==> src/design/lfg_pkg.sv <==
// ============================================================================
// lfg_pkg - shared types and constants for the largest free gap finder
// Request and result payloads, table write bundle and register map.
// ============================================================================
`default_nettype none

package lfg_pkg;

    localparam int unsigned LFG_MAX_ENTRIES = 16;
    localparam int unsigned APB_ADDR_W      = 5;
    localparam int unsigned APB_DATA_W      = 32;

    // Register map, one word per register.
    typedef enum logic [2:0] {
        REG_DISK_LOW_CYL  = 3'd0,
        REG_DISK_HIGH_CYL = 3'd1,
        REG_DISK_HEADS    = 3'd2,
        REG_DISK_SPT      = 3'd3,
        REG_RESERVED_BLKS = 3'd4
    } reg_idx_t;

    // Request opcodes.
    localparam logic CMD_ADD     = 1'b0;
    localparam logic CMD_COMPUTE = 1'b1;

    typedef struct packed {
        logic        command;
        logic [23:0] part_low_cyl;
        logic [23:0] part_high_cyl;
        logic [7:0]  part_surfaces;
        logic [7:0]  part_track_blocks;
    } req_t;

    typedef struct packed {
        logic [31:0] gap_low_block;
        logic [31:0] gap_high_block;
        logic        gap_found;
    } rsp_t;

    typedef struct packed {
        logic        we;
        logic [31:0] start_blk;
        logic [31:0] limit_blk;
    } tbl_wr_t;

endpackage

`default_nettype wire

==> src/design/lfg_mul.sv <==
// ============================================================================
// lfg_mul - shared block-count multiplier
// Multiplies a 32-bit operand by an 8-bit factor, result wrapped to 32 bits
// and registered. Every block product of the design goes through this unit.
// ============================================================================
`default_nettype none

module lfg_mul
    import lfg_pkg::*;
(
    input  wire logic        clk,
    input  wire logic        en,
    input  wire logic [31:0] a,
    input  wire logic [7:0]  b,
    output logic      [31:0] product
);

    logic [39:0] full;
    logic [31:0] product_reg;

    assign full    = {8'b0, a} * {32'b0, b};
    assign product = product_reg;

    always_ff @(posedge clk)
    begin
        if (en)
        begin
            product_reg <= full[31:0];
        end
    end

endmodule

`default_nettype wire

==> src/design/lfg_table.sv <==
// ============================================================================
// lfg_table - partition extent storage
// Start and limit block memories, one write port shared by both and one
// registered read port on each.
// ============================================================================
`default_nettype none

module lfg_table
    import lfg_pkg::*;
#(
    parameter int unsigned MAX_ENTRIES = LFG_MAX_ENTRIES,
    parameter int unsigned IDX_W       = 4
)
(
    input  wire logic             clk,
    input  wire tbl_wr_t          wr,
    input  wire logic [IDX_W-1:0] waddr,
    input  wire logic [IDX_W-1:0] start_raddr,
    input  wire logic [IDX_W-1:0] limit_raddr,
    output logic      [31:0]      start_rdata,
    output logic      [31:0]      limit_rdata
);

    logic [31:0] start_mem [MAX_ENTRIES];
    logic [31:0] limit_mem [MAX_ENTRIES];
    logic [31:0] start_rdata_reg;
    logic [31:0] limit_rdata_reg;

    always_ff @(posedge clk)
    begin
        if (wr.we)
        begin
            start_mem[waddr] <= wr.start_blk;
            limit_mem[waddr] <= wr.limit_blk;
        end
        start_rdata_reg <= start_mem[start_raddr];
        limit_rdata_reg <= limit_mem[limit_raddr];
    end

    assign start_rdata = start_rdata_reg;
    assign limit_rdata = limit_rdata_reg;

endmodule

`default_nettype wire

==> src/design/largest_free_gap_finder_core.sv <==
// ============================================================================
// largest_free_gap_finder_core - largest free block range finder
// Stores partition extents as block ranges and scans them for the largest
// free gap on the disk, one stored entry per compare step.
// ============================================================================
// Add request: four shared-multiplier passes, then the table write; no result.
// Compute request with n stored entries: every stored start is compared against
// each of the n + 1 gap starts before the result strobe.
// One request at a time; the result strobe lasts one cycle and cannot stall.
// Reset clears control state, entry count, configuration and result registers;
// table contents and scratch registers stay undefined.
`default_nettype none

module largest_free_gap_finder_core
    import lfg_pkg::*;
#(
    parameter int unsigned MAX_ENTRIES = LFG_MAX_ENTRIES
)
(
    input  wire logic                  clk,
    input  wire logic                  rst_n,
    input  wire logic                  start,
    output logic                       busy,
    input  wire req_t                  request,
    output logic                       done,
    output rsp_t                       result,
    input  wire logic                  psel,
    input  wire logic                  penable,
    input  wire logic                  pwrite,
    input  wire logic [APB_ADDR_W-1:0] paddr,
    input  wire logic [APB_DATA_W-1:0] pwdata,
    output logic      [APB_DATA_W-1:0] prdata,
    output logic                       pready
);

    localparam int unsigned CNT_W = $clog2(MAX_ENTRIES + 1);
    localparam int unsigned IDX_W = (MAX_ENTRIES > 1) ? $clog2(MAX_ENTRIES) : 1;

    typedef enum logic [3:0] {
        ST_IDLE,
        ST_ADD_M0,
        ST_ADD_M1,
        ST_ADD_M2,
        ST_ADD_M3,
        ST_ADD_WR,
        ST_END_M0,
        ST_END_M1,
        ST_END_SAVE,
        ST_CAND_RD,
        ST_CAND_LD,
        ST_SCAN_RD,
        ST_SCAN_CMP,
        ST_EVAL,
        ST_DONE
    } state_t;

    // Configuration registers.
    logic [23:0] disk_low_cyl_reg;
    logic [23:0] disk_high_cyl_reg;
    logic [7:0]  disk_heads_reg;
    logic [7:0]  disk_spt_reg;
    logic [31:0] reserved_blocks_reg;

    // Sequencer and datapath registers.
    state_t     state_reg,     state_next;
    req_t       req_reg,       req_next;
    logic [CNT_W-1:0] count_reg, count_next;
    logic [CNT_W-1:0] cand_reg,  cand_next;
    logic [CNT_W-1:0] scan_reg,  scan_next;
    logic [31:0] start_tmp_reg,  start_tmp_next;
    logic [31:0] disk_end_reg,   disk_end_next;
    logic [31:0] from_reg,       from_next;
    logic [31:0] until_reg,      until_next;
    logic [31:0] best_low_reg,   best_low_next;
    logic [31:0] best_high_reg,  best_high_next;
    logic [31:0] best_size_reg,  best_size_next;
    logic        done_reg,       done_next;
    rsp_t        result_reg,     result_next;

    logic        accept;
    logic        cfg_write;
    reg_idx_t    cfg_idx;
    logic        mul_en;
    logic [31:0] mul_a;
    logic [7:0]  mul_b;
    logic [31:0] mul_p;
    tbl_wr_t     tbl_wr;
    logic [CNT_W-1:0] cand_m1;
    logic [31:0] start_rdata;
    logic [31:0] limit_rdata;
    logic [31:0] gap_size;

    assign busy      = (state_reg != ST_IDLE);
    assign accept    = start && !busy;
    assign done      = done_reg;
    assign result    = result_reg;
    assign pready    = 1'b1;
    assign cfg_write = psel && penable && pwrite;
    assign cfg_idx   = reg_idx_t'(paddr[4:2]);
    assign cand_m1   = cand_reg - CNT_W'(1);
    assign gap_size  = until_reg - from_reg;

    // ------------------------------------------------------------------
    // Configuration port
    // ------------------------------------------------------------------
    always_ff @(posedge clk or negedge rst_n)
    begin
        if (!rst_n)
        begin
            disk_low_cyl_reg    <= '0;
            disk_high_cyl_reg   <= '0;
            disk_heads_reg      <= 8'd1;
            disk_spt_reg        <= 8'd1;
            reserved_blocks_reg <= '0;
        end
        else if (cfg_write)
        begin
            case (cfg_idx)
                REG_DISK_LOW_CYL:  disk_low_cyl_reg    <= pwdata[23:0];
                REG_DISK_HIGH_CYL: disk_high_cyl_reg   <= pwdata[23:0];
                REG_DISK_HEADS:    disk_heads_reg      <= pwdata[7:0];
                REG_DISK_SPT:      disk_spt_reg        <= pwdata[7:0];
                REG_RESERVED_BLKS: reserved_blocks_reg <= pwdata;
                default:           ;
            endcase
        end
    end

    always_comb
    begin
        case (cfg_idx)
            REG_DISK_LOW_CYL:  prdata = {8'b0, disk_low_cyl_reg};
            REG_DISK_HIGH_CYL: prdata = {8'b0, disk_high_cyl_reg};
            REG_DISK_HEADS:    prdata = {24'b0, disk_heads_reg};
            REG_DISK_SPT:      prdata = {24'b0, disk_spt_reg};
            REG_RESERVED_BLKS: prdata = reserved_blocks_reg;
            default:           prdata = '0;
        endcase
    end

    // ------------------------------------------------------------------
    // Shared multiplier and extent table
    // ------------------------------------------------------------------
    lfg_mul u_mul (
        .clk     (clk),
        .en      (mul_en),
        .a       (mul_a),
        .b       (mul_b),
        .product (mul_p)
    );

    lfg_table #(
        .MAX_ENTRIES (MAX_ENTRIES),
        .IDX_W       (IDX_W)
    ) u_table (
        .clk         (clk),
        .wr          (tbl_wr),
        .waddr       (count_reg[IDX_W-1:0]),
        .start_raddr (scan_reg[IDX_W-1:0]),
        .limit_raddr (cand_m1[IDX_W-1:0]),
        .start_rdata (start_rdata),
        .limit_rdata (limit_rdata)
    );

    // ------------------------------------------------------------------
    // Sequencer
    // ------------------------------------------------------------------
    always_comb
    begin
        state_next     = state_reg;
        req_next       = req_reg;
        count_next     = count_reg;
        cand_next      = cand_reg;
        scan_next      = scan_reg;
        start_tmp_next = start_tmp_reg;
        disk_end_next  = disk_end_reg;
        from_next      = from_reg;
        until_next     = until_reg;
        best_low_next  = best_low_reg;
        best_high_next = best_high_reg;
        best_size_next = best_size_reg;
        done_next      = 1'b0;
        result_next    = result_reg;
        mul_en         = 1'b0;
        mul_a          = mul_p;
        mul_b          = req_reg.part_track_blocks;
        tbl_wr.we        = 1'b0;
        tbl_wr.start_blk = start_tmp_reg;
        tbl_wr.limit_blk = mul_p;

        case (state_reg)
            ST_IDLE:
            begin
                if (accept)
                begin
                    req_next = request;
                    if (request.command == CMD_ADD)
                    begin
                        state_next = ST_ADD_M0;
                    end
                    else
                    begin
                        state_next = ST_END_M0;
                    end
                end
            end
            ST_ADD_M0:
            begin
                mul_en     = 1'b1;
                mul_a      = {8'b0, req_reg.part_low_cyl};
                mul_b      = req_reg.part_surfaces;
                state_next = ST_ADD_M1;
            end
            ST_ADD_M1:
            begin
                mul_en     = 1'b1;
                state_next = ST_ADD_M2;
            end
            ST_ADD_M2:
            begin
                start_tmp_next = mul_p;
                mul_en         = 1'b1;
                mul_a          = {8'b0, req_reg.part_high_cyl} + 32'd1;
                mul_b          = req_reg.part_surfaces;
                state_next     = ST_ADD_M3;
            end
            ST_ADD_M3:
            begin
                mul_en     = 1'b1;
                state_next = ST_ADD_WR;
            end
            ST_ADD_WR:
            begin
                // A full table silently drops the new extent.
                if (count_reg != CNT_W'(MAX_ENTRIES))
                begin
                    tbl_wr.we  = 1'b1;
                    count_next = count_reg + CNT_W'(1);
                end
                state_next = ST_IDLE;
            end
            ST_END_M0:
            begin
                mul_en     = 1'b1;
                mul_a      = {8'b0, disk_high_cyl_reg} - {8'b0, disk_low_cyl_reg} + 32'd1;
                mul_b      = disk_heads_reg;
                state_next = ST_END_M1;
            end
            ST_END_M1:
            begin
                mul_en     = 1'b1;
                mul_b      = disk_spt_reg;
                state_next = ST_END_SAVE;
            end
            ST_END_SAVE:
            begin
                disk_end_next  = mul_p;
                cand_next      = '0;
                best_low_next  = 32'd1;
                best_high_next = 32'd0;
                best_size_next = 32'd0;
                state_next     = ST_CAND_RD;
            end
            ST_CAND_RD:
            begin
                // The limit table address follows cand_reg; data lands next cycle.
                state_next = ST_CAND_LD;
            end
            ST_CAND_LD:
            begin
                from_next  = (cand_reg == '0) ? reserved_blocks_reg : limit_rdata;
                until_next = disk_end_reg;
                scan_next  = '0;
                state_next = ST_SCAN_RD;
            end
            ST_SCAN_RD:
            begin
                if (scan_reg == count_reg)
                begin
                    state_next = ST_EVAL;
                end
                else
                begin
                    state_next = ST_SCAN_CMP;
                end
            end
            ST_SCAN_CMP:
            begin
                if (start_rdata >= from_reg && start_rdata < until_reg)
                begin
                    until_next = start_rdata;
                end
                scan_next  = scan_reg + CNT_W'(1);
                state_next = ST_SCAN_RD;
            end
            ST_EVAL:
            begin
                if (until_reg > from_reg && gap_size > best_size_reg)
                begin
                    best_low_next  = from_reg;
                    best_high_next = until_reg - 32'd1;
                    best_size_next = gap_size;
                end
                if (cand_reg == count_reg)
                begin
                    state_next = ST_DONE;
                end
                else
                begin
                    cand_next  = cand_reg + CNT_W'(1);
                    state_next = ST_CAND_RD;
                end
            end
            ST_DONE:
            begin
                done_next                  = 1'b1;
                result_next.gap_low_block  = best_low_reg;
                result_next.gap_high_block = best_high_reg;
                result_next.gap_found      = !(best_low_reg == 32'd1 && best_high_reg == 32'd0);
                state_next                 = ST_IDLE;
            end
            default:
            begin
                state_next = ST_IDLE;
            end
        endcase
    end

    always_ff @(posedge clk or negedge rst_n)
    begin
        if (!rst_n)
        begin
            state_reg     <= ST_IDLE;
            count_reg     <= '0;
            cand_reg      <= '0;
            scan_reg      <= '0;
            best_low_reg  <= 32'd1;
            best_high_reg <= 32'd0;
            best_size_reg <= 32'd0;
            done_reg      <= 1'b0;
            result_reg    <= '0;
        end
        else
        begin
            state_reg     <= state_next;
            count_reg     <= count_next;
            cand_reg      <= cand_next;
            scan_reg      <= scan_next;
            best_low_reg  <= best_low_next;
            best_high_reg <= best_high_next;
            best_size_reg <= best_size_next;
            done_reg      <= done_next;
            result_reg    <= result_next;
        end
    end

    always_ff @(posedge clk)
    begin
        req_reg       <= req_next;
        start_tmp_reg <= start_tmp_next;
        disk_end_reg  <= disk_end_next;
        from_reg      <= from_next;
        until_reg     <= until_next;
    end

    // ------------------------------------------------------------------
    // Assertions
    // ------------------------------------------------------------------
    a_accept_busy: assert property (@(posedge clk) disable iff (!rst_n)
        accept |=> busy)
        else $error("accepted request did not make the block busy");

    a_done_idle: assert property (@(posedge clk) disable iff (!rst_n)
        done |-> !busy)
        else $error("result strobe while still busy");

    a_count_bound: assert property (@(posedge clk) disable iff (!rst_n)
        count_reg <= CNT_W'(MAX_ENTRIES))
        else $error("entry count beyond table depth");

    a_scan_bound: assert property (@(posedge clk) disable iff (!rst_n)
        (state_reg == ST_SCAN_CMP) |-> (scan_reg < count_reg && cand_reg <= count_reg))
        else $error("scan index beyond stored entries");

    a_found_code: assert property (@(posedge clk) disable iff (!rst_n)
        done |-> (result.gap_found
                  || (result.gap_low_block == 32'd1 && result.gap_high_block == 32'd0)))
        else $error("empty result without the no-gap code");

endmodule

`default_nettype wire

==> config.mk <==
export PLATFORM = sky130hd
export DESIGN_NAME = largest_free_gap_finder_core
export DESIGN_NICKNAME = d
export VERILOG_FILES = /design/src/design/lfg_pkg.sv /design/src/design/lfg_mul.sv /design/src/design/lfg_table.sv /design/src/design/largest_free_gap_finder_core.sv
export SDC_FILE = /design/constraint.sdc
export NUM_CORES = 2
export LEC_CHECK = 0
export ABC_AREA = 0
export BUFFER_PORTS_ARGS = -buffer_cell sky130_fd_sc_hd__buf_2
export CAP_MARGIN = 25
export CORE_ASPECT_RATIO = 1.25
export CORE_MARGIN = 2
export CORE_UTILIZATION = 55
export CTS_BUF_LIST = sky130_fd_sc_hd__clkbuf_8 sky130_fd_sc_hd__clkbuf_16
export DETAILED_ROUTE_END_ITERATION = 7
export PLACE_DENSITY = 0.72
export SYNTH_ARGS = -nofsm -noshare
export SYNTH_HDL_FRONTEND = slang
export SYNTH_HIERARCHICAL = 1
export SYNTH_SLANG_ARGS = --single-unit
==> constraint.sdc <==
create_clock -name clk -period 9.5 [get_ports clk]
set_input_delay 0.475 -clock clk [delete_from_list [all_inputs] [get_ports clk]]
set_output_delay 0.475 -clock clk [all_outputs]
set_load 0.05 [all_outputs]
==> metrics.md <==
| Metric | Value |
|---|---|
| Slowest-stage cell, CP | o21ai_0 |
| DRT Pass-1 Iters | 6 |
| Crit-path max FO | 9 |
| Slew Limit Fails | 0 |
| Status | finished, final reports clean |
| Fin crit share | 89.2% |
| Netlist cell types | just under 100 |
| Gr usage total | 28.4% |
| Synth top area share | 51.4% |
| Syn avg cell area | ~15 um2 |
| Cell row count | 149 |
| WP data required | around 10 ns |
| Final GP Congestion | 0.934 |
| Syn-to-layout area delta | 13.2% |
| WP data arrival | between 9 and 10 ns |
| I/O pin count | 208 |
| Most frequent cell after synthesis | edfxtp_1 |
| Seq cells post-synth | 1589 |
| Rel. slew slack | between 20% and 30% |
| Met3 usage | between 4 and 5% |
| H-tree levels | 4 |
| Hold Path Class | input port to flop |
| Final hold violation count | 0 |
| Post-synth EDFFs | about 1200 |
| Clk sinks | 1589 |
| Max Clk Rate | ~120 MHz |
| Die height | around 400 um |
| Yosys warns | 6 |
| Synthesized area | 0.0730 mm2 |
| DP Wirelength | approximately 120 mm |
| Vias in the first global route | 44448 |
| Clock Pin Slew Worst Setup and Hold Paths | around 0.06 ns |
| Area of the core | roughly 0.13 mm2 |
| Share of cells above drive strength 1 | 18.3% |
| WL final | roughly 190 mm |
| Starting DRC count in detailed routing | between 4000 and 5000 |
| Final period demand of the worst path | 8.48 ns |
| CTS tree | built |
| Cell mode on critical path | fa_1 |
| R2R depth | 28 |
| Ranking of synthesized cells by area | edfxtp_1, dfrtp_1, mux4_2, fa_1, ha_1 |
| Antenna-violating nets left | 0 |
| First-pass GRT wire length | 282 mm |
| Die width | ~330 um |
| Residual DRC | 0 |
| Crit end category | flop |
| Clock buffers created by TritonCTS | 151 |
| Met1 GRT Util | roughly two fifths |
| Clock Skews | 0.0255 ns |
| Worst hold path stage count | 2 |
| Initial antenna violation count | 21 |
| Setup violators final | 0 |
| Slew of the pin with the lowest slew margin | approximately 1.1 ns |
| Flop-to-flop setup slack | about 1.0 ns |
| Worst Hold End | disk_low_cyl_reg[12]$_DFFE_PN0P_ |
| Initial Util | between 50% and 60% |
| WHS | between 0.04 and 0.05 ns |
| RSZ-0062 raised after global routing | false |
| Mean number of vias per cell | 6.16 |
| DR WL/cell | about 27 um |
| Largest net degree at the start of global routing | around 160 |
| CP Class | flop to flop |
| Max-cap violations | 0 |
| Longest Clk Path Bufs | 3 |
| Ys async rst share | about 17% |
| Via Count | around 44000 |
| Critical Path Start | disk_high_cyl_reg[0]$_DFFE_PN0P_ |
| Mapped Nets | 5416 |
| GRT met2 Usage | between 40 and 50% |
| Worst-Skew Late Latency | ~0.80 ns |
| Hold Path Origin | pwdata[12] |
| Register area share after synthesis | 62.6% |
| Clock root cell | clkbuf_16 |
| Top Usage Layer GRT | met2 |
| Cells after synthesis | 4950 |
| Port-buffer cells | ~200 |
| Startpoint Class | flop |
| Die area | around 0.14 mm2 |
| Overflow after GRT | 0 |
| Setup_tns | 0 ns |
| Cell Count, Final, Fillers Out | 7152 |
| Layout Nets | 5750 |
| Top cells by count, synth | edfxtp_1, nand2_1, inv_1 |
| Critical Path Max Stage Delay | 0.74 ns |
| Reg2reg end | u_mul/product[31]$_DFFE_PP_ |
| Placed insts | 6759 |
| RR Startpoint | disk_high_cyl_reg[0]$_DFFE_PN0P_ |
| Area leader, netlist | edfxtp_1 |
| Synth Flop Type | edfxtp_1 |
-- cell families (layout without fill, tap and decap cells) --
family                     Yosys count  after routing  synth area share, %
DFF                               1589           1589                 62.6
muxes                              417            417                 10.3
adders and majority gates          358            358                 7.77
xor gates and xnor gates           167            167                 2.00
buffers and inverters              505            964                 2.76
AOI/OAI and AO/OA                  673            673                 6.34
and+or+nand+nor                   1240           1240                 8.16
other                                1              8              0.00514
-- layout by cell type (no fill, tap or decap), types with 36 or more instances in the layout --
cell type	Yosys	routed
dfrtp_1	274	272
nand3_1	108	108
clkbuf_16	0	152
a22oi_1	133	133
xor2_1	50	50
xnor2_1	117	117
dlygate4sd3_1	0	96
ha_1	200	200
nor3_1	43	36
dfxtp_1	64	64
and2_1	186	185
o21ai_0	123	123
buf_4	20	80
nand2_1	546	545
nor2_1	145	128
nand4_1	40	40
mux2_2	127	127
fa_1	158	158
mux4_2	256	256
buf_2	30	203
a21oi_1	119	119
a21o_1	81	81
inv_1	280	317
edfxtp_1	1248	1248
-- stage by stage --
stage	worst slack (ns)	instance area (um2)	util (%)
floorplan	2.07	73000	-
CTS	1.10	82200	62.4
detailed placement	1.12	76300	57.9
global placement	1.09	76100	57.7
finish	1.02	82600	62.7
global route	0.454	82600	62.6
-- timing repair --
action / CTS / global route
hold buffers: 95 / 1
endpoints found under the setup margin: 0 / 0
hold endpoints to repair: 262 / 2
resized for setup: 0 / 0
setup buffers: 0 / 0
-- how the worst max path moves through the flow --
| stage | end | slack (ns) |
|---|---|---|
| 3_3_place_gp | u_mul/product[31]$_DFFE_PP_ | 1.09 |
| 2_1_floorplan | u_mul/product[31]$_DFFE_PP_ | 2.07 |
| 4_1_cts | u_mul/product[31]$_DFFE_PP_ | 1.10 |
| 3_5_place_dp | u_mul/product[31]$_DFFE_PP_ | 1.12 |
| 6_report | u_mul/product[31]$_DFFE_PP_ | 1.02 |
| 5_1_grt | u_mul/product[31]$_DFFE_PP_ | 0.45 |
-- critical path, delay by kind of cell, from the launching register on --
kind                       cells  cell delay (ns)
AOI/OAI and AO/OA              9             2.39
and+or+nand+nor                8             2.10
DFF                            1             0.37
buffers and inverters          2             0.13
adders and majority gates      7             2.96
xor gates and xnor gates       2             0.27
-- per-layer routing --
| metal | wire length, um | vias to the layer above |
|---|---|---|
| met1 | 73700 | 22578 |
| met2 | 90800 | 1949 |
| met4 | 10200 | 8 |
| met5 | 48 | - |
| li1 | - | 19136 |
| met3 | 15300 | 360 |
-- final cells by class --
cell class                      instances  area [um2]
Antenna cell                            7        17.5
Clock buffer                          171        4070
Clock inverter                        107         897
Fill cell                            9458       49200
Inverter                              282        1070
Multi-Input combinational cell       2856       25500
Sequential cell                      1589       45700
Tap cell                             1736        2170
Timing Repair Buffer                  404        3190
Power is left out: the tool's default activity adds up to more than one toggle a clock period on the data nets, which glitch-free logic cannot reach.
